File: src/hdl/bfp_pkg.sv
// ----------------------------------------------------------------------------
// bfp_pkg
// Shared types and constants for the sync/ID/length frame parser.
// ----------------------------------------------------------------------------
package bfp_pkg;

    localparam logic [7:0] SYNC_BYTE0 = 8'h23;
    localparam logic [7:0] SYNC_BYTE1 = 8'h3E;
    localparam logic [7:0] ID_BYTE0   = 8'h06;
    localparam logic [7:0] ID_BYTE1   = 8'h25;

    localparam logic [7:0] PAYLOAD_LENGTH_RESET = 8'd8;

    localparam int unsigned APB_ADDR_W = 3;
    localparam int unsigned APB_DATA_W = 32;

    typedef enum logic [0:0] {
        REG_PAYLOAD_LENGTH = 1'b0
    } reg_index_t;

    typedef enum logic [2:0] {
        PH_SYNC = 3'd0,
        PH_ID   = 3'd1,
        PH_LEN  = 3'd2,
        PH_DATA = 3'd3,
        PH_SUM  = 3'd4
    } phase_t;

    typedef enum logic [2:0] {
        ST_BUSY     = 3'd0,
        ST_OK       = 3'd1,
        ST_BAD_SYNC = 3'd2,
        ST_BAD_ID   = 3'd3,
        ST_BAD_LEN  = 3'd4,
        ST_BAD_SUM  = 3'd5
    } status_t;

    typedef struct packed {
        logic       data_valid;
        logic [7:0] data_byte;
        logic [7:0] data_index;
        status_t    frame_status;
    } result_t;

endpackage

File: src/hdl/bfp_cfg.sv
// ----------------------------------------------------------------------------
// bfp_cfg
// APB register file holding the expected payload length.
// ----------------------------------------------------------------------------
module bfp_cfg (
    input  logic                             aclk,
    input  logic                             aresetn,
    input  logic                             psel,
    input  logic                             penable,
    input  logic                             pwrite,
    input  logic [bfp_pkg::APB_ADDR_W-1:0]   paddr,
    input  logic [bfp_pkg::APB_DATA_W-1:0]   pwdata,
    output logic [bfp_pkg::APB_DATA_W-1:0]   prdata,
    output logic                             pready,
    output logic [7:0]                       payload_length
);
    import bfp_pkg::*;

    logic [7:0] payload_length_reg;
    reg_index_t reg_index;
    logic       addr_hit;
    logic       wr_en;

    assign reg_index = reg_index_t'(paddr[APB_ADDR_W-1]);
    assign addr_hit  = (reg_index == REG_PAYLOAD_LENGTH);
    assign wr_en     = psel && penable && pwrite && addr_hit;
    assign pready    = 1'b1;

    always_ff @(posedge aclk) begin
        if (!aresetn) begin
            payload_length_reg <= PAYLOAD_LENGTH_RESET;
        end else if (wr_en) begin
            payload_length_reg <= pwdata[7:0];
        end
    end

    always_comb begin
        prdata = '0;
        if (addr_hit) begin
            prdata[7:0] = payload_length_reg;
        end
    end

    assign payload_length = payload_length_reg;

endmodule

File: src/hdl/bfp_parse.sv
// ----------------------------------------------------------------------------
// bfp_parse
// Input register and frame state machine: one byte per cycle while out_free is high, running
// Fletcher sums, one result per byte.
// ----------------------------------------------------------------------------
module bfp_parse (
    input  logic             aclk,
    input  logic             aresetn,
    input  logic             s_valid,
    output logic             s_ready,
    input  logic [7:0]       s_rx_byte,
    input  logic [7:0]       payload_length,
    input  logic             out_free,
    output logic             res_load,
    output bfp_pkg::result_t res
);
    import bfp_pkg::*;

    logic       in_valid_reg;
    logic [7:0] in_byte_reg;

    phase_t     phase_reg,     phase_next;
    logic       second_reg,    second_next;
    logic [7:0] len_low_reg,   len_low_next;
    logic [7:0] count_reg,     count_next;
    logic [7:0] sum_a_reg,     sum_a_next;
    logic [7:0] sum_b_reg,     sum_b_next;

    logic [7:0] sum_a_add;
    logic [7:0] sum_b_add;
    logic       hunt;

    assign res_load = in_valid_reg && out_free;
    assign s_ready  = !in_valid_reg || res_load;

    // input register: refill as the held request moves on
    always_ff @(posedge aclk) begin
        if (!aresetn) begin
            in_valid_reg <= 1'b0;
        end else if (s_ready) begin
            in_valid_reg <= s_valid;
        end
    end

    always_ff @(posedge aclk) begin
        if (s_ready && s_valid) begin
            in_byte_reg <= s_rx_byte;
        end
    end

    always_ff @(posedge aclk) begin
        if (!aresetn) begin
            phase_reg   <= PH_SYNC;
            second_reg  <= 1'b0;
            len_low_reg <= '0;
            count_reg   <= '0;
            sum_a_reg   <= '0;
            sum_b_reg   <= '0;
        end else if (res_load) begin
            phase_reg   <= phase_next;
            second_reg  <= second_next;
            len_low_reg <= len_low_next;
            count_reg   <= count_next;
            sum_a_reg   <= sum_a_next;
            sum_b_reg   <= sum_b_next;
        end
    end

    always_comb begin
        phase_next   = phase_reg;
        second_next  = second_reg;
        len_low_next = len_low_reg;
        count_next   = count_reg;
        sum_a_next   = sum_a_reg;
        sum_b_next   = sum_b_reg;
        hunt         = 1'b0;

        res.data_valid   = 1'b0;
        res.data_byte    = '0;
        res.data_index   = '0;
        res.frame_status = ST_BUSY;

        sum_a_add = sum_a_reg + in_byte_reg;
        sum_b_add = sum_b_reg + sum_a_add;

        case (phase_reg)
            PH_SYNC: begin
                sum_a_next = '0;
                sum_b_next = '0;
                if (!second_reg && in_byte_reg == SYNC_BYTE0) begin
                    second_next = 1'b1;
                end else if (second_reg && in_byte_reg == SYNC_BYTE1) begin
                    second_next = 1'b0;
                    phase_next  = PH_ID;
                end else begin
                    hunt             = 1'b1;
                    res.frame_status = ST_BAD_SYNC;
                end
            end
            PH_ID: begin
                sum_a_next = sum_a_add;
                sum_b_next = sum_b_add;
                if (!second_reg && in_byte_reg == ID_BYTE0) begin
                    second_next = 1'b1;
                end else if (second_reg && in_byte_reg == ID_BYTE1) begin
                    second_next = 1'b0;
                    phase_next  = PH_LEN;
                end else begin
                    hunt             = 1'b1;
                    res.frame_status = ST_BAD_ID;
                end
            end
            PH_LEN: begin
                sum_a_next = sum_a_add;
                sum_b_next = sum_b_add;
                if (!second_reg) begin
                    len_low_next = in_byte_reg;
                    second_next  = 1'b1;
                end else begin
                    second_next = 1'b0;
                    if (in_byte_reg == 8'd0 && len_low_reg == payload_length) begin
                        count_next = '0;
                        phase_next = (payload_length == 8'd0) ? PH_SUM : PH_DATA;
                    end else begin
                        hunt             = 1'b1;
                        res.frame_status = ST_BAD_LEN;
                    end
                end
            end
            PH_DATA: begin
                sum_a_next     = sum_a_add;
                sum_b_next     = sum_b_add;
                res.data_valid = 1'b1;
                res.data_byte  = in_byte_reg;
                res.data_index = count_reg;
                // saturating end test: survives a length shrink mid-payload
                if ({1'b0, count_reg} + 9'd1 >= {1'b0, payload_length}) begin
                    count_next  = '0;
                    second_next = 1'b0;
                    phase_next  = PH_SUM;
                end else begin
                    count_next = count_reg + 8'd1;
                end
            end
            PH_SUM: begin
                if (!second_reg) begin
                    if (in_byte_reg == sum_a_reg) begin
                        second_next = 1'b1;
                    end else begin
                        hunt             = 1'b1;
                        res.frame_status = ST_BAD_SUM;
                    end
                end else begin
                    hunt             = 1'b1;
                    res.frame_status = (in_byte_reg == sum_b_reg) ? ST_OK : ST_BAD_SUM;
                end
            end
            default: begin
                hunt = 1'b1;
            end
        endcase

        if (hunt) begin
            phase_next   = PH_SYNC;
            second_next  = 1'b0;
            len_low_next = '0;
            count_next   = '0;
            sum_a_next   = '0;
            sum_b_next   = '0;
        end
    end

    // any finished or failed frame drops back to hunting
    a_status_hunts: assert property (@(posedge aclk) disable iff (!aresetn)
        res_load && res.frame_status != ST_BUSY |=> phase_reg == PH_SYNC)
        else $error("parser did not return to sync hunting after a frame end");

    a_hunt_clears_sums: assert property (@(posedge aclk) disable iff (!aresetn)
        res_load && phase_reg == PH_SYNC |=> sum_a_reg == 8'd0 && sum_b_reg == 8'd0)
        else $error("checksum sums not cleared while hunting");

    a_data_only_in_payload: assert property (@(posedge aclk) disable iff (!aresetn)
        res_load && res.data_valid |-> phase_reg == PH_DATA && res.frame_status == ST_BUSY)
        else $error("payload byte reported outside the payload phase");

endmodule

File: src/hdl/bfp_out.sv
// ----------------------------------------------------------------------------
// bfp_out
// Result register between the parser and the result channel.
// ----------------------------------------------------------------------------
module bfp_out (
    input  logic             aclk,
    input  logic             aresetn,
    input  logic             res_load,
    input  bfp_pkg::result_t res,
    output logic             out_free,
    output logic             m_valid,
    input  logic             m_ready,
    output logic             m_data_valid,
    output logic [7:0]       m_data_byte,
    output logic [7:0]       m_data_index,
    output logic [2:0]       m_frame_status
);
    import bfp_pkg::*;

    logic    m_valid_reg;
    result_t res_reg;

    // slot is free when empty or being drained this cycle
    assign out_free = !m_valid_reg || m_ready;

    always_ff @(posedge aclk) begin
        if (!aresetn) begin
            m_valid_reg <= 1'b0;
        end else if (out_free) begin
            m_valid_reg <= res_load;
        end
    end

    always_ff @(posedge aclk) begin
        if (res_load) begin
            res_reg <= res;
        end
    end

    assign m_valid        = m_valid_reg;
    assign m_data_valid   = res_reg.data_valid;
    assign m_data_byte    = res_reg.data_byte;
    assign m_data_index   = res_reg.data_index;
    assign m_frame_status = res_reg.frame_status;

endmodule

File: src/hdl/binary_frame_parser_fletcher.sv
// ----------------------------------------------------------------------------
// binary_frame_parser_fletcher
// Byte-stream frame parser: sync 0x23 0x3E, ID 0x06 0x25, 16-bit length,
// payload and two Fletcher-8 check bytes.
// ----------------------------------------------------------------------------
// Usage:
//   s_valid/s_ready/s_rx_byte carries one received byte per request. Every
//   accepted byte yields exactly one result request on m_valid/m_ready:
//   m_data_valid/m_data_byte/m_data_index flag payload bytes and their index,
//   m_frame_status reports 0 in progress, 1 frame ok, 2 bad sync, 3 bad id,
//   4 bad length, 5 bad checksum.
//   The APB port holds payload_length at address 0 (reset 8); write it only
//   while no byte is in flight.
// Timing:
//   A byte sits in the input register, the state machine and sums update
//   from it, and the result lands in the output register, which drives
//   m_valid. One byte per cycle is sustained while m_ready stays high; the
//   state update of a single byte bounds that figure.
// Reset and stall:
//   aresetn (synchronous, active low) empties both registers and returns the
//   parser to sync hunting. While m_ready is low the result holds, one more
//   byte waits in the input register, and then s_ready drops.
// ----------------------------------------------------------------------------
module binary_frame_parser_fletcher (
    input  logic                             aclk,
    input  logic                             aresetn,
    input  logic                             s_valid,
    output logic                             s_ready,
    input  logic [7:0]                       s_rx_byte,
    output logic                             m_valid,
    input  logic                             m_ready,
    output logic                             m_data_valid,
    output logic [7:0]                       m_data_byte,
    output logic [7:0]                       m_data_index,
    output logic [2:0]                       m_frame_status,
    input  logic                             psel,
    input  logic                             penable,
    input  logic                             pwrite,
    input  logic [bfp_pkg::APB_ADDR_W-1:0]   paddr,
    input  logic [bfp_pkg::APB_DATA_W-1:0]   pwdata,
    output logic [bfp_pkg::APB_DATA_W-1:0]   prdata,
    output logic                             pready
);
    import bfp_pkg::*;

    logic [7:0] payload_length;
    logic       out_free;
    logic       res_load;
    result_t    res;

    bfp_cfg u_cfg (
        .aclk           (aclk),
        .aresetn        (aresetn),
        .psel           (psel),
        .penable        (penable),
        .pwrite         (pwrite),
        .paddr          (paddr),
        .pwdata         (pwdata),
        .prdata         (prdata),
        .pready         (pready),
        .payload_length (payload_length)
    );

    bfp_parse u_parse (
        .aclk           (aclk),
        .aresetn        (aresetn),
        .s_valid        (s_valid),
        .s_ready        (s_ready),
        .s_rx_byte      (s_rx_byte),
        .payload_length (payload_length),
        .out_free       (out_free),
        .res_load       (res_load),
        .res            (res)
    );

    bfp_out u_out (
        .aclk           (aclk),
        .aresetn        (aresetn),
        .res_load       (res_load),
        .res            (res),
        .out_free       (out_free),
        .m_valid        (m_valid),
        .m_ready        (m_ready),
        .m_data_valid   (m_data_valid),
        .m_data_byte    (m_data_byte),
        .m_data_index   (m_data_index),
        .m_frame_status (m_frame_status)
    );

endmodule
File: config.mk
export PLATFORM = sky130hd
export DESIGN_NAME = binary_frame_parser_fletcher
export DESIGN_NICKNAME = d
export VERILOG_FILES = /design/src/hdl/bfp_pkg.sv /design/src/hdl/bfp_cfg.sv /design/src/hdl/bfp_parse.sv /design/src/hdl/bfp_out.sv /design/src/hdl/binary_frame_parser_fletcher.sv
export SDC_FILE = /design/constraint.sdc
export NUM_CORES = 1
export LEC_CHECK = 0
export ABC_AREA = 1
export BUFFER_PORTS_ARGS = -buffer_cell sky130_fd_sc_hd__buf_2
export CORE_ASPECT_RATIO = 0.6
export CORE_MARGIN = 1.5
export CORE_UTILIZATION = 49
export DETAILED_ROUTE_END_ITERATION = 6
export PLACE_DENSITY_LB_ADDON = 0.2
export SLEW_MARGIN = 20
export SYNTH_ARGS = -nofsm -noshare
export SYNTH_HDL_FRONTEND = slang
export SYNTH_SLANG_ARGS = --single-unit
export TNS_END_PERCENT = 20
File: constraint.sdc
create_clock -name aclk -period 2.6 [get_ports aclk]
set_input_delay 0.26 -clock aclk [delete_from_list [all_inputs] [get_ports aclk]]
set_output_delay 0.26 -clock aclk [all_outputs]
set_load 0.05 [all_outputs]
==> out/summary.txt <==
Synth async-reset ratio -> 0%
power share of the combinational group -> 21.5%
Die H -> 77.19 um
Sw Share -> 31.52%
fillers -> 752
DR DRC count -> 0
CP arrival -> 2.90 ns
I/O pin cnt -> 105
net total in the final layout -> 759
Period minus WS final -> 2.682 ns
Die ar. -> 9775 um2
crit path capture type -> flip-flop
Ys Warns -> 0
GPL Wtd Cong -> 0.9705
number of global-route vias before repair -> 3663
grt ovf -> 0
max incr delay on CP -> 0.39 ns
clk buf depth -> 2
worst hold path type -> primary input to flip-flop
Yosys reg bits -> 74
Global Route Usage Sum -> 23.43%
unrepaired setup endpoints after global routing -> true
final WL -> 11.54 mm
count leader, synth -> nand2_1
placed cell areas -> 4907 um2
Pint -> 2140 uW
pwr/cell area -> 564.8 nW/um2
top cell type's share of synthesized area -> 20.49%
WS Path Type -> flip-flop to flip-flop
Least-Margin Pin Slew -> 0.6070 ns
Sink Count -> 74
cell taking the most area after synthesis -> dfxtp_1
Max-Cap Viols -> 0
Root Driver -> clkbuf_16
Post-synth EDFFs -> 28
post-route design area -> 5532 um2
Pins Over Slew Limit -> 0
Max Freq -> 372.8 MHz
Leakage -> 0.002501 uW
Netlist cell types -> 38
CP top delay family -> adder cells
synth cell count leaders -> 117 x nand2_1, 94 x nor2_1, 70 x inv_1, 46 x dfxtp_1, 37 x a21oi_1
Num CTS Buffers -> 9
WHS -> 0.09415 ns
Peak VDD IR -> 0.3852 mV
final setup violating endpoints -> 2
H-Tree Depth -> 3
Worst Slack Setup Final -> -0.08243 ns
pre-CTS setup slack -> -0.08075 ns
Mapped Avg Cell Area -> 7.528 um2
register area share after synthesis -> 39.20%
Mapped Cells -> 597
die width -> 126.6 um
Fin. Hold Viols -> 0
# diodes -> 0
main flop type after synthesis -> dfxtp_1
later-pin clock latency in the skew report -> 0.34 ns
first-pass GRT wire length -> 17.79 mm
Worst-path clk slew -> 0.06 ns
failing checks -> negative setup slack
main area contributors after synthesis -> dfxtp_1 20%, edfxtp_1 19%, nand2_1 9.8%
Area growth syn-to-layout -> 23.08%
min-delay src -> s_rx_byte[3]
Relative slew margins -> 58.49%
Worst setup SP type -> flip-flop
part of the power in registers -> 41.7%
Post-Syn Area -> 4494 um2
cts-stage hold buffer count -> 0
sw power -> 984.7 uW
fin crit share -> 103.2%
CORE AREA -> 8718 um2
vias -> 4115
skew final -> 0.005668 ns
Crit-path slowest cell -> fa_2
worst path buffer plus inverter count -> 1
largest net degree at the start of global routing -> 27
CTS tree -> yes
crit path cell chain -> ha_2 -> inv_2 -> fa_2 -> o21ai_2 -> nand2_1 -> nand2_2 -> a21oi_2 -> xor2_2 -> ha_4 -> a21oi_2 -> o21ai_2 -> a21oi_2 -> nand3b_1 -> nand2_1 -> nand2_1 -> a21oi_2
antenna violations before repair -> 0
Via density -> 5.137
detailed placement HPWL -> 8.240 mm
drt pass-1 iters -> 5
clock power share -> 36.8%
layout cell share with drive strength beyond 1 -> 26.71%
drt initial violations -> 356
crit path launch -> u_parse.in_byte_reg[0]
worst path required time -> 2.82 ns
Routed Antenna Nets -> 0
CP max FO -> 3
Multi-input gate area -> 2462 um2
port buffer count -> 53
wire per inst -> 14.41 um
run status -> finished, violations left
row count -> 26
Initial Util -> 51.55%
register area -> 1763 um2
Worst R2R Start -> u_parse.in_byte_reg[0]
critical path's most frequent cell -> a21oi_2
==> logic make-up after synthesis <==
logic type,after synthesis,share of synthesized area [%]
compound gates,84,10.83
xor+xnor,21,4.093
fa+ha+maj,25,7.294
buf+inv,117,12.25
flops,74,39.20
other cells,2,0.1671
simple gates,274,26.17
==> worst reg2reg max path: cells and delay by family (launching register included) <==
kind	cells	cell delay [ns]
adders and majority gates	3	0.84
AOI/OAI and AO/OA	6	0.66
and+or+nand+nor	5	0.44
DFF	1	0.36
xor gates and xnor gates	1	0.21
buffers and inverters	1	0.05
==> final timing paths <==
check             slack, ns                     end  cells after the start
hold reg to reg        0.48    u_parse.sum_a_reg[6]                      2
setup reg to reg      -0.08    u_parse.sum_b_reg[7]                     16
hold / removal         0.09  u_parse.in_byte_reg[3]                      1
setup / recovery      -0.08    u_parse.sum_b_reg[7]                     16
==> repair_timing <==
| item | 4_1_cts | 5_1_grt |
|---|---|---|
| setup endpoints to repair | 3 | 34 |
| cloned | 0 | 1 |
| pin swaps | 3 | 20 |
| resized for setup | 6 | 37 |
| setup buffers | 2 | 14 |
==> power groups by stage <==
stage | Clock (uW) | Combinational [uW] | Sequential [uW]
2_1_floorplan | 0 | 448 | 1360
3_3_place_gp | 0 | 583 | 1320
3_5_place_dp | 0 | 595 | 1330
4_1_cts | 1170 | 605 | 1300
5_1_grt | 1210 | 739 | 1310
6_report | 1150 | 671 | 1300
==> final cells by class <==
cell class	instances	share of cell area (%)
clock inverter	5	0.5429
timing repair buffer	89	10.59
inverter	81	5.564
sequential	74	31.87
tap	112	2.533
multi-input combinational	429	44.51
clock buffer	11	4.388
==> cells in the final DEF (no fill, tap or decap), types with 11 or more instances in the layout <==
cell type  netlist  layout
dfxtp_1         46      45
o21ai_0         29      25
nand2_1        117     114
buf_2            2      53
edfxtp_1        28      28
conb_1           2      25
ha_1            23      14
nand3_1         26      25
nor2_1          94      92
buf_4           25      31
inv_1           70      67
nand2_2         16      18
inv_2            9      11
a21oi_1         37      28
a21oi_2         10      18
xor2_1          13      11
==> layer usage <==
| layer | vias to the layer above | wire length [um] | track usage, % |
|---|---|---|---|
| met5 | - | 0 | 0 |
| met4 | 0 | 257 | 7.011 |
| met3 | 28 | 1207 | 8.444 |
| met2 | 196 | 4596 | 32.57 |
| met1 | 1862 | 5479 | 33.73 |
| li1 | 2029 | - | - |
==> stage by stage <==
step           utilization [%]  std cells  TNS (ns)  power (uW)
2_1_floorplan                -        620         0        1811
3_3_place_gp             56.29        768  -0.04776        1907
3_5_place_dp             56.29        768   -0.1576        1921
4_1_cts                  59.82        786  -0.01544        3072
5_1_grt                  63.45        801    -1.313        3255
6_report                 63.45        801   -0.1044        3124
Power figures use the tool's default switching activity.
